File: config.mk
export PLATFORM = sky130hd
export DESIGN_NAME = fdbs_ctrl
export DESIGN_NICKNAME = d
export VERILOG_FILES = /design/src/rtl/fdbs_pkg.sv /design/src/rtl/fdbs_ctrl.sv
export SDC_FILE = /design/constraint.sdc
export NUM_CORES = 1
export LEC_CHECK = 0
export BUFFER_PORTS_ARGS = -buffer_cell sky130_fd_sc_hd__clkbuf_2
export CORE_UTILIZATION = 45
export CTS_CLUSTER_SIZE = 20
export DETAILED_ROUTE_END_ITERATION = 7
export GPL_TIMING_DRIVEN = 1
export PLACE_DENSITY = 0.65
export SYNTH_ARGS = -nofsm -noshare
export SYNTH_HDL_FRONTEND = slang
export SYNTH_SLANG_ARGS = --single-unit
File: constraint.sdc
create_clock -name clk -period 4 [get_ports clk]
set_clock_uncertainty 0.2 [all_clocks]
set_input_delay 0.2 -clock clk [delete_from_list [all_inputs] [get_ports clk]]
set_output_delay 0.2 -clock clk [all_outputs]
set_load 0.005 [all_outputs]
File: src/rtl/fdbs_pkg.sv
// types and constants of the duplicate finder
// no dependencies
package fdbs_pkg;

  localparam int MAX_ELEMENTS_DEF = 1024;
  localparam int ELEM_W           = 16;
  localparam int DUP_W            = 10;

  typedef enum logic [1:0] {
    STATUS_DUP   = 2'd0,
    STATUS_NONE  = 2'd1,
    STATUS_RANGE = 2'd2
  } status_e;

  typedef enum logic [2:0] {
    S_LOAD,
    S_CHK_RD,
    S_CHK_CMP,
    S_W_RD,
    S_W_LD,
    S_W_TEST,
    S_W_CMP,
    S_W_WR
  } state_e;

  typedef struct packed {
    logic signed [ELEM_W-1:0] element_value;
    logic                     last_element;
  } in_word_t;

  typedef struct packed {
    status_e          status;
    logic [DUP_W-1:0] dup_value;
  } out_word_t;

endpackage

File: src/rtl/fdbs_ctrl.sv
// sequencer: loads words into the store, then runs range check and swap walk
// depends on fdbs_pkg, drives fdbs_store
module fdbs_ctrl #(
  parameter int MAX_ELEMENTS = fdbs_pkg::MAX_ELEMENTS_DEF
) (
  input  logic                            clk,
  input  logic                            rst,
  input  logic                            item_valid,
  input  fdbs_pkg::in_word_t              item,
  output logic                            item_stall,
  output logic                            res_valid,
  output fdbs_pkg::out_word_t             res,
  input  logic                            res_take,
  output logic                            mem_we,
  output logic [$clog2(MAX_ELEMENTS)-1:0] mem_waddr,
  output logic [$clog2(MAX_ELEMENTS)-1:0] mem_wdata,
  output logic [$clog2(MAX_ELEMENTS)-1:0] mem_raddr,
  input  logic [$clog2(MAX_ELEMENTS)-1:0] mem_rdata
);

  import fdbs_pkg::*;

  localparam int AW = $clog2(MAX_ELEMENTS);
  localparam int CW = $clog2(MAX_ELEMENTS + 1);
  localparam int RW = ELEM_W + 1;

  state_e        state, state_next;
  logic [CW-1:0] count;
  logic          range_err;
  logic [CW-1:0] idx;
  logic [AW-1:0] cur;
  logic [AW-1:0] swap;
  logic          done;
  status_e       done_status;
  logic [AW-1:0] done_dup;

  logic [ELEM_W-1:0] raw;
  logic              accept;
  logic              bad;
  logic              full;
  logic              err_next;
  logic [CW-1:0]     idx_inc;
  logic              idx_last;
  logic              chk_bad;
  logic              fixed;
  logic              hit;

  assign raw      = item.element_value;
  assign accept   = item_valid && (state == S_LOAD) && !done;
  assign bad      = raw[ELEM_W-1] || (RW'(raw) >= RW'(MAX_ELEMENTS));
  assign full     = (count == CW'(MAX_ELEMENTS));
  assign err_next = range_err || bad || full;
  assign idx_inc  = CW'(idx + 1'b1);
  assign idx_last = (idx_inc == count);
  assign chk_bad  = (CW'(mem_rdata) >= count);
  assign fixed    = (cur == idx[AW-1:0]);
  assign hit      = (mem_rdata == cur);

  // next state
  always_comb begin
    state_next = state;
    unique case (state)
      S_LOAD: begin
        if (accept && item.last_element && !err_next) begin
          state_next = S_CHK_RD;
        end
      end
      S_CHK_RD: state_next = S_CHK_CMP;
      S_CHK_CMP: begin
        if (chk_bad) begin
          state_next = S_LOAD;
        end else if (idx_last) begin
          state_next = S_W_RD;
        end
      end
      S_W_RD: state_next = S_W_LD;
      S_W_LD: state_next = S_W_TEST;
      S_W_TEST: begin
        if (fixed) begin
          state_next = idx_last ? S_LOAD : S_W_LD;
        end else begin
          state_next = S_W_CMP;
        end
      end
      S_W_CMP: state_next = hit ? S_LOAD : S_W_WR;
      S_W_WR: state_next = S_W_TEST;
      default: state_next = S_LOAD;
    endcase
  end

  // outputs and store access
  always_comb begin
    item_stall = (state != S_LOAD) || done;
    mem_we     = 1'b0;
    mem_waddr  = idx[AW-1:0];
    mem_wdata  = mem_rdata;
    mem_raddr  = idx[AW-1:0];
    unique case (state)
      S_LOAD: begin
        mem_we    = accept && !bad && !full;
        mem_waddr = count[AW-1:0];
        mem_wdata = raw[AW-1:0];
      end
      S_CHK_RD: mem_raddr = idx[AW-1:0];
      S_CHK_CMP: mem_raddr = idx_inc[AW-1:0];
      S_W_RD: mem_raddr = idx[AW-1:0];
      S_W_LD: mem_raddr = idx[AW-1:0];
      S_W_TEST: mem_raddr = fixed ? idx_inc[AW-1:0] : cur;
      S_W_CMP: begin
        mem_we    = !hit;
        mem_waddr = idx[AW-1:0];
        mem_wdata = mem_rdata;
      end
      S_W_WR: begin
        mem_we    = 1'b1;
        mem_waddr = cur;
        mem_wdata = cur;
      end
      default: mem_raddr = idx[AW-1:0];
    endcase
    res_valid     = done;
    res.status    = done_status;
    res.dup_value = DUP_W'(done_dup);
  end

  function automatic logic [CW-1:0] idx_inc_load(input logic [CW-1:0] c);
    idx_inc_load = CW'(c + 1'b1);
  endfunction

  always_ff @(posedge clk) begin
    if (rst) begin
      state     <= S_LOAD;
      count     <= '0;
      range_err <= 1'b0;
      done      <= 1'b0;
    end else begin
      state <= state_next;
      if (done && res_take) begin
        done      <= 1'b0;
        count     <= '0;
        range_err <= 1'b0;
      end
      unique case (state)
        S_LOAD: begin
          if (accept) begin
            if (!full) begin
              count <= idx_inc_load(count);
            end
            range_err <= err_next;
            if (item.last_element && err_next) begin
              done <= 1'b1;
            end
          end
        end
        S_CHK_CMP: if (chk_bad) done <= 1'b1;
        S_W_TEST: if (fixed && idx_last) done <= 1'b1;
        S_W_CMP: if (hit) done <= 1'b1;
        default: ;
      endcase
    end
  end

  // walk datapath
  always_ff @(posedge clk) begin
    unique case (state)
      S_LOAD: begin
        // keep a pending verdict until the output register takes it
        if (!done) begin
          idx         <= '0;
          done_status <= STATUS_RANGE;
          done_dup    <= '0;
        end
      end
      S_CHK_CMP: begin
        if (chk_bad) begin
          done_status <= STATUS_RANGE;
        end else if (idx_last) begin
          idx <= '0;
        end else begin
          idx <= idx_inc;
        end
      end
      S_W_LD: cur <= mem_rdata;
      S_W_TEST: begin
        if (fixed) begin
          idx         <= idx_inc;
          done_status <= STATUS_NONE;
        end
      end
      S_W_CMP: begin
        if (hit) begin
          done_status <= STATUS_DUP;
          done_dup    <= cur;
        end else begin
          swap <= mem_rdata;
        end
      end
      S_W_WR: cur <= swap;
      default: ;
    endcase
  end

endmodule

==> flow_results.xml, run 1 <==
<?xml version="1.0" encoding="UTF-8"?>
<metrics>
  <group name="logic_synthesis">
    <metric name="synth_cells" unit="">428</metric>
    <metric name="synth.net_count" unit="">472</metric>
    <metric name="postSynth.topFlopCell" unit="">sky130_fd_sc_hd__edfxtp_1</metric>
    <metric name="ys_ff_latch" unit="">59</metric>
    <metric name="async_flop_share" unit="%">0</metric>
    <metric name="synth.yosys.warnings" unit="">0</metric>
    <metric name="yosys.area.top_type" unit="">sky130_fd_sc_hd__edfxtp_1</metric>
    <metric name="post_synth_instance_area" unit="sq um">4210</metric>
    <metric name="synth-edff-count" unit="">43</metric>
    <metric name="synth_area_leaders" unit="">sky130_fd_sc_hd__edfxtp_1 31%, sky130_fd_sc_hd__dfxtp_1 7.6%, sky130_fd_sc_hd__a221o_1 6.2%</metric>
    <metric name="yosysTopAreaCellShare" unit="%">30.7</metric>
    <metric name="synth_seq_area_share" unit="%">38.3</metric>
    <metric name="synth_cell_type_count" unit="">67</metric>
    <metric name="post_synth.cell_area_avg" unit="sq um">9.83</metric>
  </group>
  <group name="detailed_routing">
    <metric name="drt_wl_total" unit="mm">12.9</metric>
    <metric name="drt.antenna.violating_nets" unit="">0</metric>
    <metric name="post_drt_via_cell_ratio" unit="">6.28</metric>
    <metric name="total_drc_errors_in_the_routed_layout" unit="">0</metric>
    <metric name="wire_per_inst" unit="um">20.9</metric>
    <metric name="drt_pass1_iterations" unit="">7</metric>
    <metric name="via_count_of_the_routed_design" unit="">3880</metric>
    <metric name="starting_drt_drc_count" unit="">357</metric>
  </group>
  <group name="cells_and_area">
    <metric name="finalInstanceArea" unit="sq um">4980</metric>
    <metric name="finish.cell_count_without_fillers" unit="">618</metric>
    <metric name="fin_nets" unit="">549</metric>
    <metric name="synthToLayoutAreaGrowth" unit="%">18.4</metric>
    <metric name="post_route_cells_drive_above_1_share" unit="%">26.3</metric>
    <metric name="diodes" unit="">0</metric>
  </group>
  <group name="clock_network">
    <metric name="cts_tree" unit="">yes</metric>
    <metric name="clockRootBuffer" unit="">sky130_fd_sc_hd__clkbuf_8</metric>
    <metric name="cts_max_level" unit="">3</metric>
    <metric name="number_of_buffers_added_by_the_clock_tree_synthesis_step" unit="">9</metric>
    <metric name="worstSkewPairLatency" unit="ns">0.35</metric>
    <metric name="number_of_clock_sinks" unit="">59</metric>
    <metric name="post_cts_resized" unit="">0</metric>
    <metric name="cts_buffer_depth" unit="">2</metric>
    <metric name="clkTransAtPathRegs" unit="ns">0.07</metric>
  </group>
  <group name="setup_path">
    <metric name="endpoint_kind" unit="">flop</metric>
    <metric name="rr_startpoint" unit="">idx[0]$_DFFE_PP_</metric>
    <metric name="critical_path_class" unit="">flop to flop</metric>
    <metric name="required" unit="ns">3.87</metric>
    <metric name="worst-r2r-setup-slack" unit="ns">0.48</metric>
    <metric name="slowest_delay" unit="ns">0.68</metric>
    <metric name="cp_cell_instances" unit="">ha_1, nand4_4, or3_4, mux2_4, a2111oi_4, and4b_1, a211oi_2</metric>
    <metric name="worst_setup_path_start_kind" unit="">flop</metric>
    <metric name="rr_worst_depth" unit="">7</metric>
    <metric name="critical_path.slowest_cell" unit="">sky130_fd_sc_hd__and4b_1</metric>
    <metric name="timing.critical_path.fanout_max" unit="">10</metric>
    <metric name="worst_r2r_endpoint" unit="">idx[4]$_DFFE_PP_</metric>
    <metric name="critical_path_arrival" unit="ns">3.39</metric>
  </group>
  <group name="job">
    <metric name="cap_violations" unit="">0</metric>
  </group>
  <group name="sta">
    <metric name="post_route_setup_tns" unit="ns">0</metric>
    <metric name="max_freq" unit="GHz">0.284</metric>
    <metric name="period_needed" unit="ns">3.52</metric>
    <metric name="worst_slew_pin_slew" unit="ns">0.802</metric>
    <metric name="timing.hold.ws" unit="ns">0.0829</metric>
    <metric name="finalSetupViolations" unit="">0</metric>
    <metric name="final-hold-violation-count" unit="">0</metric>
    <metric name="slew_viol_final" unit="">0</metric>
    <metric name="timing.max_slew.rel_slack" unit="%">46.6</metric>
    <metric name="fin_crit_sh" unit="%">87.9</metric>
    <metric name="unrepaired_setup_endpoints_after_global_routing" unit="">no</metric>
  </group>
  <group name="floorplan">
    <metric name="coreArea" unit="sq um">8890</metric>
    <metric name="top_level_ports" unit="">76</metric>
    <metric name="floorplan.die.width" unit="um">98.7</metric>
    <metric name="floorplan.initialDensity" unit="%">47.3</metric>
    <metric name="die_area" unit="sq um">9740</metric>
    <metric name="placement_rows" unit="">34</metric>
    <metric name="chipHeight" unit="um">98.7</metric>
  </group>
  <group name="grt">
    <metric name="grt_pass1_wl" unit="mm">20.3</metric>
    <metric name="initial_antenna_violation_count" unit="">0</metric>
    <metric name="maximum_number_of_pins_on_one_net_before_global_route_repair" unit="">24</metric>
    <metric name="grt_pass1_vias" unit="">3649</metric>
    <metric name="grtUsageTotal" unit="%">27.5</metric>
    <metric name="overflow" unit="">0</metric>
  </group>
  <group name="placement">
    <metric name="io_buffers" unit="">75</metric>
    <metric name="place_area" unit="sq um">4660</metric>
    <metric name="dpl.hpwl" unit="mm">9.44</metric>
    <metric name="routabilityCongestion" unit="">0.911</metric>
    <metric name="dp_cells" unit="">592</metric>
  </group>
  <group name="pwr">
    <metric name="p_total" unit="mW">1.50</metric>
    <metric name="powerDensity" unit="nW/um^2">301</metric>
    <metric name="share_comb_of_total_power" unit="%">12.6</metric>
    <metric name="share_seq_of_total_power" unit="%">46.0</metric>
    <metric name="p_int" unit="mW">1.11</metric>
    <metric name="sw_frac_of_total" unit="%">26.0</metric>
    <metric name="share_clk_of_total_power" unit="%">41.4</metric>
    <metric name="p_leak" unit="nW">1.99</metric>
    <metric name="vdd_drop_max" unit="mV">0.150</metric>
    <metric name="power_switching" unit="uW">389</metric>
  </group>
  <group name="hold_path">
    <metric name="hold_start" unit="">rst</metric>
    <metric name="worstHoldPathCells" unit="">2</metric>
    <metric name="hold_path_sink" unit="">count[4]$_SDFF_PP0_</metric>
    <metric name="worst_min_delay_path_class" unit="">primary input to flop</metric>
  </group>
  <group name="status">
    <metric name="result_of_the_run" unit="">finished clean</metric>
  </group>
</metrics>
cell usage after synthesis (5+ instances only):
cell type,count
sky130_fd_sc_hd__nor3_2,9
sky130_fd_sc_hd__a21oi_1,13
sky130_fd_sc_hd__dfxtp_1,16
sky130_fd_sc_hd__buf_2,5
sky130_fd_sc_hd__buf_4,5
sky130_fd_sc_hd__ha_1,13
sky130_fd_sc_hd__nand4_1,8
sky130_fd_sc_hd__nand2_1,25
sky130_fd_sc_hd__clkbuf_1,20
sky130_fd_sc_hd__xor2_1,25
sky130_fd_sc_hd__nor4_1,9
sky130_fd_sc_hd__mux2_2,11
sky130_fd_sc_hd__a221o_1,26
sky130_fd_sc_hd__o21ai_0,15
sky130_fd_sc_hd__nor3_1,10
sky130_fd_sc_hd__nor2_1,22
sky130_fd_sc_hd__edfxtp_1,43
sky130_fd_sc_hd__inv_1,18
sky130_fd_sc_hd__nand3_1,15
sky130_fd_sc_hd__and3_1,16
sky130_fd_sc_hd__xnor2_1,14
sky130_fd_sc_hd__and2_1,14
metrics by stage:
step / util [%] / setup slack (ns)
final: 56.0 / 0.482
after global routing: 56.0 / 0.323
after CTS: 56.0 / 0.534
after detailed placement: 52.5 / 0.558
after global placement: 52.5 / 0.629
after floorplan: - / 0.650
cells by family after synthesis:
group	synth area share (%)
mux	3.84
simple gates	21.6
fa+ha+maj	3.87
xor+xnor	8.65
compound gates	18.3
flops	38.3
buf+inv	5.50
cells in the final DEF (no fill, tap or decap), types with 4 or more instances in the layout:
| master | synthesis | layout |
|---|---|---|
| sky130_fd_sc_hd__and2_1 | 14 | 14 |
| sky130_fd_sc_hd__xnor2_1 | 14 | 14 |
| sky130_fd_sc_hd__nor3_2 | 9 | 10 |
| sky130_fd_sc_hd__mux2_2 | 11 | 11 |
| sky130_fd_sc_hd__a211oi_1 | 4 | 4 |
| sky130_fd_sc_hd__nand2_1 | 25 | 25 |
| sky130_fd_sc_hd__nor3_1 | 10 | 9 |
| sky130_fd_sc_hd__buf_4 | 5 | 14 |
| sky130_fd_sc_hd__inv_1 | 18 | 18 |
| sky130_fd_sc_hd__a21oi_1 | 13 | 13 |
| sky130_fd_sc_hd__nand4_1 | 8 | 8 |
| sky130_fd_sc_hd__and3_1 | 16 | 16 |
| sky130_fd_sc_hd__xor2_1 | 25 | 25 |
| sky130_fd_sc_hd__dfxtp_1 | 16 | 16 |
| sky130_fd_sc_hd__a31oi_1 | 4 | 4 |
| sky130_fd_sc_hd__ha_1 | 13 | 13 |
| sky130_fd_sc_hd__nor3b_1 | 4 | 4 |
| sky130_fd_sc_hd__a221o_1 | 26 | 26 |
| sky130_fd_sc_hd__nor2_1 | 22 | 22 |
| sky130_fd_sc_hd__a22oi_1 | 4 | 4 |
| sky130_fd_sc_hd__o21ai_0 | 15 | 15 |
| sky130_fd_sc_hd__clkbuf_2 | 0 | 75 |
| sky130_fd_sc_hd__nand3_1 | 15 | 15 |
| sky130_fd_sc_hd__dlygate4sd3_1 | 0 | 10 |
| sky130_fd_sc_hd__nand2b_1 | 4 | 4 |
| sky130_fd_sc_hd__nor4_1 | 9 | 9 |
| sky130_fd_sc_hd__clkbuf_8 | 0 | 9 |
| sky130_fd_sc_hd__edfxtp_1 | 43 | 43 |
timing repair:
action,in CTS,in global routing
buffers inserted,0,0
hold buffers,10,0
endpoints found under the hold margin,10,0
registers in the layout (all words and copies together) (netlist names):
| register | flops |
|---|---|
| count | 11 |
| cur | 10 |
| done_dup | 10 |
| done_status | 2 |
| idx | 11 |
| range_err | 1 |
| res_valid | 1 |
| state | 3 |
| swap | 10 |
cell type report:
| cell class | count | area, sq um |
|---|---|---|
| Fill cell | 803 | 3910 |
| Multi-Input combinational cell | 318 | 2370 |
| Sequential cell | 59 | 1610 |
| Timing Repair Buffer | 99 | 581 |
| Tap cell | 108 | 135 |
| Clock buffer | 10 | 128 |
| Clock inverter | 6 | 88.8 |
| Inverter | 18 | 67.6 |
worst max path at each step:
stage                                   start               end  slack, ns  cells past startpoint
after floorplan           count[8]$_SDFF_PP0_  idx[0]$_DFFE_PP_       0.65                      9
after global placement       idx[0]$_DFFE_PP_  idx[4]$_DFFE_PP_       0.63                      7
after detailed placement     idx[0]$_DFFE_PP_  idx[4]$_DFFE_PP_       0.56                      7
after CTS                    idx[0]$_DFFE_PP_  idx[4]$_DFFE_PP_       0.53                      7
after global routing         idx[0]$_DFFE_PP_  idx[4]$_DFFE_PP_       0.32                      7
final                        idx[0]$_DFFE_PP_  idx[4]$_DFFE_PP_       0.48                      7
worst max-delay path, delay by kind of cell, from the launching register on:
kind            cells  cell delay (ns)
mux                 1             0.32
simple gates        3             1.31
compound gates      2             0.36
fa+ha+maj           1             0.45
flops               1             0.60
power groups by stage:
stage	logic [mW]	clock network (mW)	registers, mW
after floorplan	0.116	0	0.694
after global placement	0.176	0	0.703
after detailed placement	0.178	0	0.703
after CTS	0.187	0.629	0.690
after global routing	0.206	0.649	0.692
final	0.189	0.621	0.690
routing by layer:
layer,share of wire (%),vias to the layer above,track usage [%],wire (um)
li1,-,1791,-,-
met1,45,1859,39.2,5750
met2,46,207,43.1,5980
met3,7.3,23,3.55,941
met4,1.7,0,9.76,223
met5,0,-,0,0
Note: power is estimated with default switching activity, not from simulation.
==> run 2: changes to the inputs <==
--- a/config.mk
+++ b/config.mk
@@ -9,7 +9,7 @@
 export CORE_UTILIZATION = 45
 export CTS_CLUSTER_SIZE = 20
 export DETAILED_ROUTE_END_ITERATION = 7
-export GPL_TIMING_DRIVEN = 1
+export GPL_TIMING_DRIVEN = 0
 export PLACE_DENSITY = 0.65
 export SYNTH_ARGS = -nofsm -noshare
 export SYNTH_HDL_FRONTEND = slang
==> run 2 against run 1 <==
Effect of this change: flip-flop and latch count stayed put; critical endpoint is now idx[8]$_DFFE_PP_; via count grew 2.1%; critical path depth up 3; register-to-register slack improved by 0.14 ns; routed wire length rose by 1.0%; critical path type unchanged; largest power group unchanged; global-route usage rose by 0.30 points; total power fell by 6.8%.
==> flow_results.xml, run 2 (synthesized netlist as in run 1, its figures left out) <==
<?xml version="1.0" encoding="UTF-8"?>
<metrics>
  <group name="hold_path">
    <metric name="hold_path_sink" unit="">range_err$_SDFF_PP0_</metric>
    <metric name="worst_min_delay_path_class" unit="">primary input to flop</metric>
    <metric name="worstHoldPathCells" unit="">5</metric>
    <metric name="hold_start" unit="">item[15]</metric>
  </group>
  <group name="setup_path">
    <metric name="worst_setup_path_start_kind" unit="">flop</metric>
    <metric name="worst-r2r-setup-slack" unit="ns">0.62</metric>
    <metric name="rr_worst_depth" unit="">10</metric>
    <metric name="worst_r2r_endpoint" unit="">idx[8]$_DFFE_PP_</metric>
    <metric name="required" unit="ns">3.87</metric>
    <metric name="endpoint_kind" unit="">flop</metric>
    <metric name="critical_path_class" unit="">flop to flop</metric>
    <metric name="worstSetupStartpoint" unit="">count[8]$_SDFF_PP0_</metric>
    <metric name="critical_path_arrival" unit="ns">3.25</metric>
    <metric name="timing.critical_path.fanout_max" unit="">9</metric>
    <metric name="rr_startpoint" unit="">count[8]$_SDFF_PP0_</metric>
  </group>
  <group name="grt">
    <metric name="overflow" unit="">0</metric>
    <metric name="grt_pass1_vias" unit="">3671</metric>
    <metric name="grtUsageTotal" unit="%">27.8</metric>
    <metric name="initial_antenna_violation_count" unit="">0</metric>
    <metric name="grt_pass1_wl" unit="mm">20.3</metric>
    <metric name="maximum_number_of_pins_on_one_net_before_global_route_repair" unit="">13</metric>
  </group>
  <group name="clock_network">
    <metric name="cts_tree" unit="">yes</metric>
    <metric name="worstSkewPairLatency" unit="ns">0.36</metric>
    <metric name="number_of_buffers_added_by_the_clock_tree_synthesis_step" unit="">9</metric>
    <metric name="cts_max_level" unit="">3</metric>
    <metric name="number_of_clock_sinks" unit="">59</metric>
    <metric name="clockRootBuffer" unit="">sky130_fd_sc_hd__clkbuf_8</metric>
    <metric name="clkTransAtPathRegs" unit="ns">0.09</metric>
    <metric name="post-cts-setup-buffer-count" unit="">0</metric>
    <metric name="cts_buffer_depth" unit="">2</metric>
  </group>
  <group name="job">
    <metric name="cap_violations" unit="">0</metric>
  </group>
  <group name="cells_and_area">
    <metric name="fin_nets" unit="">568</metric>
    <metric name="post_route_cells_drive_above_1_share" unit="%">25.3</metric>
    <metric name="final_common_cell" unit="">sky130_fd_sc_hd__clkbuf_2</metric>
    <metric name="synthToLayoutAreaGrowth" unit="%">19.1</metric>
    <metric name="diodes" unit="">0</metric>
    <metric name="layout_common_cells" unit="">74 x sky130_fd_sc_hd__clkbuf_2, 43 x sky130_fd_sc_hd__edfxtp_1, 26 x sky130_fd_sc_hd__a221o_1</metric>
    <metric name="layout_top_registers" unit="">count (11), idx (11)</metric>
  </group>
  <group name="floorplan">
    <metric name="floorplan.initialDensity" unit="%">47.3</metric>
    <metric name="placement_rows" unit="">34</metric>
    <metric name="die_area" unit="sq um">9740</metric>
    <metric name="chipHeight" unit="um">98.7</metric>
    <metric name="top_level_ports" unit="">76</metric>
    <metric name="coreArea" unit="sq um">8890</metric>
    <metric name="floorplan.die.width" unit="um">98.7</metric>
  </group>
  <group name="sta">
    <metric name="period_needed" unit="ns">3.38</metric>
    <metric name="unrepaired_setup_endpoints_after_global_routing" unit="">no</metric>
    <metric name="fin_crit_sh" unit="%">84.5</metric>
    <metric name="worst_slew_pin_slew" unit="ns">0.962</metric>
    <metric name="post_route_setup_tns" unit="ns">0</metric>
    <metric name="final-hold-violation-count" unit="">0</metric>
    <metric name="final.setup.worst_slack" unit="ns">0.619</metric>
    <metric name="max_freq" unit="GHz">0.296</metric>
    <metric name="finalSetupViolations" unit="">0</metric>
    <metric name="timing.max_slew.rel_slack" unit="%">35.4</metric>
    <metric name="slew_viol_final" unit="">0</metric>
  </group>
  <group name="pwr">
    <metric name="p_leak" unit="nW">1.99</metric>
    <metric name="powerDensity" unit="nW/um^2">279</metric>
    <metric name="vdd_drop_max" unit="mV">0.180</metric>
    <metric name="p_total" unit="mW">1.40</metric>
  </group>
  <group name="placement">
    <metric name="dpl.hpwl" unit="mm">9.73</metric>
    <metric name="io_buffers" unit="">74</metric>
    <metric name="dp_worst_setup_slack" unit="ns">0.653</metric>
    <metric name="routabilityCongestion" unit="">0.909</metric>
  </group>
  <group name="detailed_routing">
    <metric name="via_count_of_the_routed_design" unit="">3962</metric>
    <metric name="drt_pass1_iterations" unit="">5</metric>
    <metric name="drt_wl_total" unit="mm">13.0</metric>
    <metric name="drt.antenna.violating_nets" unit="">0</metric>
    <metric name="wire_per_inst" unit="um">20.5</metric>
    <metric name="starting_drt_drc_count" unit="">414</metric>
    <metric name="post_drt_via_cell_ratio" unit="">6.22</metric>
    <metric name="total_drc_errors_in_the_routed_layout" unit="">0</metric>
  </group>
  <group name="status">
    <metric name="result_of_the_run" unit="">finished clean</metric>
  </group>
</metrics>
run 2: worst max-delay path: stages (launching register included):
cell and delay [ns]:
sky130_fd_sc_hd__dfxtp_1 0.31, sky130_fd_sc_hd__clkbuf_1 0.45, sky130_fd_sc_hd__inv_1 0.14, sky130_fd_sc_hd__ha_1 0.32, sky130_fd_sc_hd__nand3_1 0.11, sky130_fd_sc_hd__nor2_1 0.05, sky130_fd_sc_hd__a2111oi_0 0.36, sky130_fd_sc_hd__a211oi_1 0.21
sky130_fd_sc_hd__mux2_2 0.31, sky130_fd_sc_hd__o31ai_2 0.41, sky130_fd_sc_hd__buf_6 0.23
run 2: metrics by stage:
step	hold slack, ns	area (sq um)	cells	utilization [%]
after floorplan	0.0989	4210	428	-
after global placement	0.293	4710	610	53.0
after detailed placement	0.288	4730	611	53.3
after CTS	0.0689	5010	637	56.4
after global routing	0.109	5010	637	56.4
final	0.0835	5010	637	56.4
run 2: power breakdown:
group	internal, mW	switching [mW]
combinational	0.0916	0.108
sequential	0.670	0.0160
clock	0.227	0.286
run 2: final cells by class:
type | count | area, sq um
clock buffers | 9 | 124
clock inverters | 7 | 53.8
fillers | 823 | 3880
repair buffers | 85 | 482
flip-flops and latches | 59 | 1610
inverters | 18 | 67.6
well taps | 108 | 135
multi-input cells | 318 | 2370
plain buffers | 33 | 164
run 2: worst max path at each step:
stage | to | cells after the start
6_report | idx[8]$_DFFE_PP_ | 10
5_1_grt | idx[8]$_DFFE_PP_ | 10
4_1_cts | idx[8]$_DFFE_PP_ | 10
3_5_place_dp | idx[6]$_DFFE_PP_ | 10
3_3_place_gp | idx[7]$_DFFE_PP_ | 9
2_1_floorplan | idx[0]$_DFFE_PP_ | 9
run 2: repair_timing:
action | CTS | global route
hold buffers | 10 | 0
endpoints found under the hold margin | 10 | 0
gates resized for setup | 0 | 0
run 2: layer usage:
layer  GRT usage [%]  part of all wire (%)  vias up
li1                -                     -     1835
met1            38.9                    44     1877
met2            43.3                    45      218
met3            5.18                   9.4       32
met4            9.41                   2.5        0
met5               0                     0        -
==> run 3: changes to the inputs <==
==> constraint.sdc (replaced) <==
create_clock -name clk -period 3.35 [get_ports clk]
set_clock_uncertainty 0.2 [all_clocks]
set_input_delay 0.1675 -clock clk [delete_from_list [all_inputs] [get_ports clk]]
set_output_delay 0.1675 -clock clk [all_outputs]
set_load 0.005 [all_outputs]
==> run 3 against run 2 <==
Effect of this change: die area did not move; sequential share of layout area shrank 0.22 points; non-clock buffer count unchanged; critical path type unchanged; clock-buffer cell count rose by 1; largest cell class unchanged; critical path depth is 1 lower; flip-flop and latch count stayed put; global-route usage up 0.28 points; highest routed layer unchanged; sequential power grew 19%; combinational power rose by 22%.
==> flow_results.xml, run 3 (synthesized netlist as in run 1, its figures left out) <==
<?xml version="1.0" encoding="UTF-8"?>
<metrics>
  <group name="grt">
    <metric name="grt_pass1_vias" unit="">3747</metric>
    <metric name="top_usage_layer" unit="">met2</metric>
    <metric name="initial_antenna_violation_count" unit="">0</metric>
    <metric name="overflow" unit="">0</metric>
    <metric name="gr-usage-met1" unit="%">39.0</metric>
    <metric name="grt_util_met2" unit="%">44.3</metric>
    <metric name="maximum_number_of_pins_on_one_net_before_global_route_repair" unit="">12</metric>
    <metric name="grtUsageTotal" unit="%">28.1</metric>
    <metric name="grt_pass1_wl" unit="mm">20.6</metric>
    <metric name="grtUsageMet3" unit="%">4.47</metric>
  </group>
  <group name="clock_network">
    <metric name="worstSkewPairLatency" unit="ns">0.35</metric>
    <metric name="number_of_clock_sinks" unit="">59</metric>
    <metric name="clkTransAtPathRegs" unit="ns">0.07</metric>
    <metric name="cts_max_level" unit="">3</metric>
    <metric name="clockRootBuffer" unit="">sky130_fd_sc_hd__clkbuf_8</metric>
    <metric name="cts_buffer_depth" unit="">2</metric>
    <metric name="number_of_buffers_added_by_the_clock_tree_synthesis_step" unit="">9</metric>
    <metric name="cts_tree" unit="">yes</metric>
  </group>
  <group name="detailed_routing">
    <metric name="drt_wl_total" unit="mm">13.1</metric>
    <metric name="via_count_of_the_routed_design" unit="">3929</metric>
    <metric name="drt.antenna.violating_nets" unit="">0</metric>
    <metric name="post_drt_via_cell_ratio" unit="">6.18</metric>
    <metric name="wire_per_inst" unit="um">20.6</metric>
    <metric name="starting_drt_drc_count" unit="">393</metric>
    <metric name="total_drc_errors_in_the_routed_layout" unit="">0</metric>
    <metric name="drt_pass1_iterations" unit="">5</metric>
  </group>
  <group name="placement">
    <metric name="place_area" unit="sq um">4720</metric>
    <metric name="dpl.hpwl" unit="mm">9.74</metric>
    <metric name="routabilityCongestion" unit="">0.904</metric>
    <metric name="io_buffers" unit="">74</metric>
    <metric name="dp_worst_setup_slack" unit="ns">-0.358</metric>
  </group>
  <group name="floorplan">
    <metric name="coreArea" unit="sq um">8890</metric>
    <metric name="placement_rows" unit="">34</metric>
    <metric name="floorplan.initialDensity" unit="%">47.3</metric>
    <metric name="top_level_ports" unit="">76</metric>
    <metric name="floorplan.die.width" unit="um">98.7</metric>
    <metric name="chipHeight" unit="um">98.7</metric>
    <metric name="die_area" unit="sq um">9740</metric>
  </group>
  <group name="sta">
    <metric name="timing.max_slew.rel_slack" unit="%">36.9</metric>
    <metric name="unrepaired_setup_endpoints_after_global_routing" unit="">no</metric>
    <metric name="finalSetupViolations" unit="">0</metric>
    <metric name="final-hold-violation-count" unit="">0</metric>
    <metric name="worst_slew_pin_slew" unit="ns">0.940</metric>
    <metric name="max_freq" unit="GHz">0.311</metric>
    <metric name="final.setup.worst_slack" unit="ns">0.130</metric>
    <metric name="timing.hold.ws" unit="ns">0.0615</metric>
    <metric name="slew_viol_final" unit="">0</metric>
    <metric name="fin_crit_sh" unit="%">96.1</metric>
    <metric name="period_needed" unit="ns">3.22</metric>
  </group>
  <group name="pwr">
    <metric name="p_leak" unit="nW">2.01</metric>
    <metric name="vdd_drop_max" unit="mV">0.207</metric>
    <metric name="p_total" unit="mW">1.73</metric>
    <metric name="powerDensity" unit="nW/um^2">343</metric>
  </group>
  <group name="cells_and_area">
    <metric name="final_common_cell" unit="">sky130_fd_sc_hd__clkbuf_2</metric>
    <metric name="diodes" unit="">0</metric>
    <metric name="finalInstanceArea" unit="sq um">5050</metric>
    <metric name="layout_top_registers" unit="">count (11), idx (11)</metric>
    <metric name="synthToLayoutAreaGrowth" unit="%">19.9</metric>
    <metric name="post_route_cells_drive_above_1_share" unit="%">25.2</metric>
    <metric name="multiInputGateArea" unit="sq um">2380</metric>
    <metric name="layout_common_cells" unit="">74 x sky130_fd_sc_hd__clkbuf_2, 43 x sky130_fd_sc_hd__edfxtp_1, 26 x sky130_fd_sc_hd__a221o_1</metric>
    <metric name="fillers" unit="">784</metric>
    <metric name="sequential_cell_area" unit="sq um">1610</metric>
    <metric name="fin_nets" unit="">568</metric>
  </group>
  <group name="setup_path">
    <metric name="critical_path_arrival" unit="ns">3.09</metric>
    <metric name="rr_worst_depth" unit="">9</metric>
    <metric name="endpoint" unit="">idx[4]$_DFFE_PP_</metric>
    <metric name="cp_cell_instances" unit="">ha_1, buf_2, xnor2_1, xnor2_1, o2111ai_1, or4b_1, and4b_1, buf_6, a211oi_2</metric>
    <metric name="slowest_delay" unit="ns">0.54</metric>
    <metric name="timing.critical_path.fanout_max" unit="">10</metric>
    <metric name="timing.critical_path.depth" unit="">9</metric>
    <metric name="worst_r2r_endpoint" unit="">idx[4]$_DFFE_PP_</metric>
    <metric name="critical_path.slowest_cell" unit="">sky130_fd_sc_hd__edfxtp_1</metric>
    <metric name="critical-path-top-cell-by-count" unit="">sky130_fd_sc_hd__xnor2_1</metric>
    <metric name="worstPathBufferInverterCount" unit="">2</metric>
    <metric name="worstSetupStartpoint" unit="">idx[1]$_DFFE_PP_</metric>
    <metric name="endpoint_kind" unit="">flop</metric>
    <metric name="worst_setup_path_start_kind" unit="">flop</metric>
    <metric name="critical-path-top-delay-family" unit="">simple AND/OR/NAND/NOR gates</metric>
    <metric name="worst-r2r-setup-slack" unit="ns">0.13</metric>
    <metric name="critical_path_class" unit="">flop to flop</metric>
    <metric name="rr_startpoint" unit="">idx[1]$_DFFE_PP_</metric>
    <metric name="required" unit="ns">3.22</metric>
  </group>
  <group name="status">
    <metric name="result_of_the_run" unit="">finished clean</metric>
  </group>
  <group name="hold_path">
    <metric name="worst_min_delay_path_class" unit="">primary input to flop</metric>
  </group>
  <group name="job">
    <metric name="cap_violations" unit="">0</metric>
  </group>
</metrics>
## run 3: changes by cell type in the layout (fill, tap and decap cells not counted), sizes merged
cell / delta
buf: +1
clkinvlp: -1
bufinv: +1
inv: -1
clkinv: -1
## run 3: tightest hold or removal path, delay by kind of cell
kind / cells / cell delay, ns
AOI/OAI and AO/OA: 3 / 0.31
buffers and inverters: 1 / 0.10
## run 3: worst min path at each step
stage / slack [ns] / start / to / depth (start not counted)
after floorplan: 0.07 / mem_rdata[0] / swap[0]$_DFFE_PP_ / 0
after global placement: 0.26 / mem_rdata[5] / swap[5]$_DFFE_PP_ / 1
after detailed placement: 0.26 / mem_rdata[5] / swap[5]$_DFFE_PP_ / 1
after CTS: 0.06 / item[15] / range_err$_SDFF_PP0_ / 5
after global routing: 0.08 / item[0] / res_valid$_SDFF_PP0_ / 4
final: 0.06 / item[0] / res_valid$_SDFF_PP0_ / 4
## run 3: power by group
part	internal (mW)	switching, mW	leakage (nW)
clock	0.356	0.315	0.0918
sequential	0.800	0.0185	0.573
combinational	0.111	0.132	1.35
total	1.27	0.465	2.01
## run 3: repair_timing
| action | CTS | global route |
|---|---|---|
| pin swaps | 1 | 0 |
| setup endpoints to repair | 11 | 12 |
| resized for setup | 1 | 1 |
| hold buffers | 10 | 0 |
| hold endpoints to repair | 10 | 0 |
| setup buffers | 1 | 0 |
## run 3: per-layer routing
layer | part of all wire [%] | up-vias
met4 | 1.7 | 0
met5 | 0 | -
li1 | - | 1824
met1 | 43 | 1859
met3 | 9.9 | 23
met2 | 45 | 223
## run 3: through the flow
step                      utilization [%]  instances  TNS (ns)
after global routing                 56.8        636         0
after global placement               53.1        610     -3.70
after floorplan                         -        428         0
after CTS                            56.7        637         0
final                                56.8        636         0
after detailed placement             53.1        611     -3.93
## run 3: final cells by class
| type | count | share of cell area (%) |
|---|---|---|
| plain buffers | 32 | 3.17 |
| flip-flops and latches | 59 | 31.9 |
| clock buffers | 10 | 2.73 |
| clock inverters | 5 | 1.07 |
| inverters | 18 | 1.34 |
| repair buffers | 86 | 9.82 |
| well taps | 108 | 2.68 |
| multi-input cells | 318 | 47.3 |
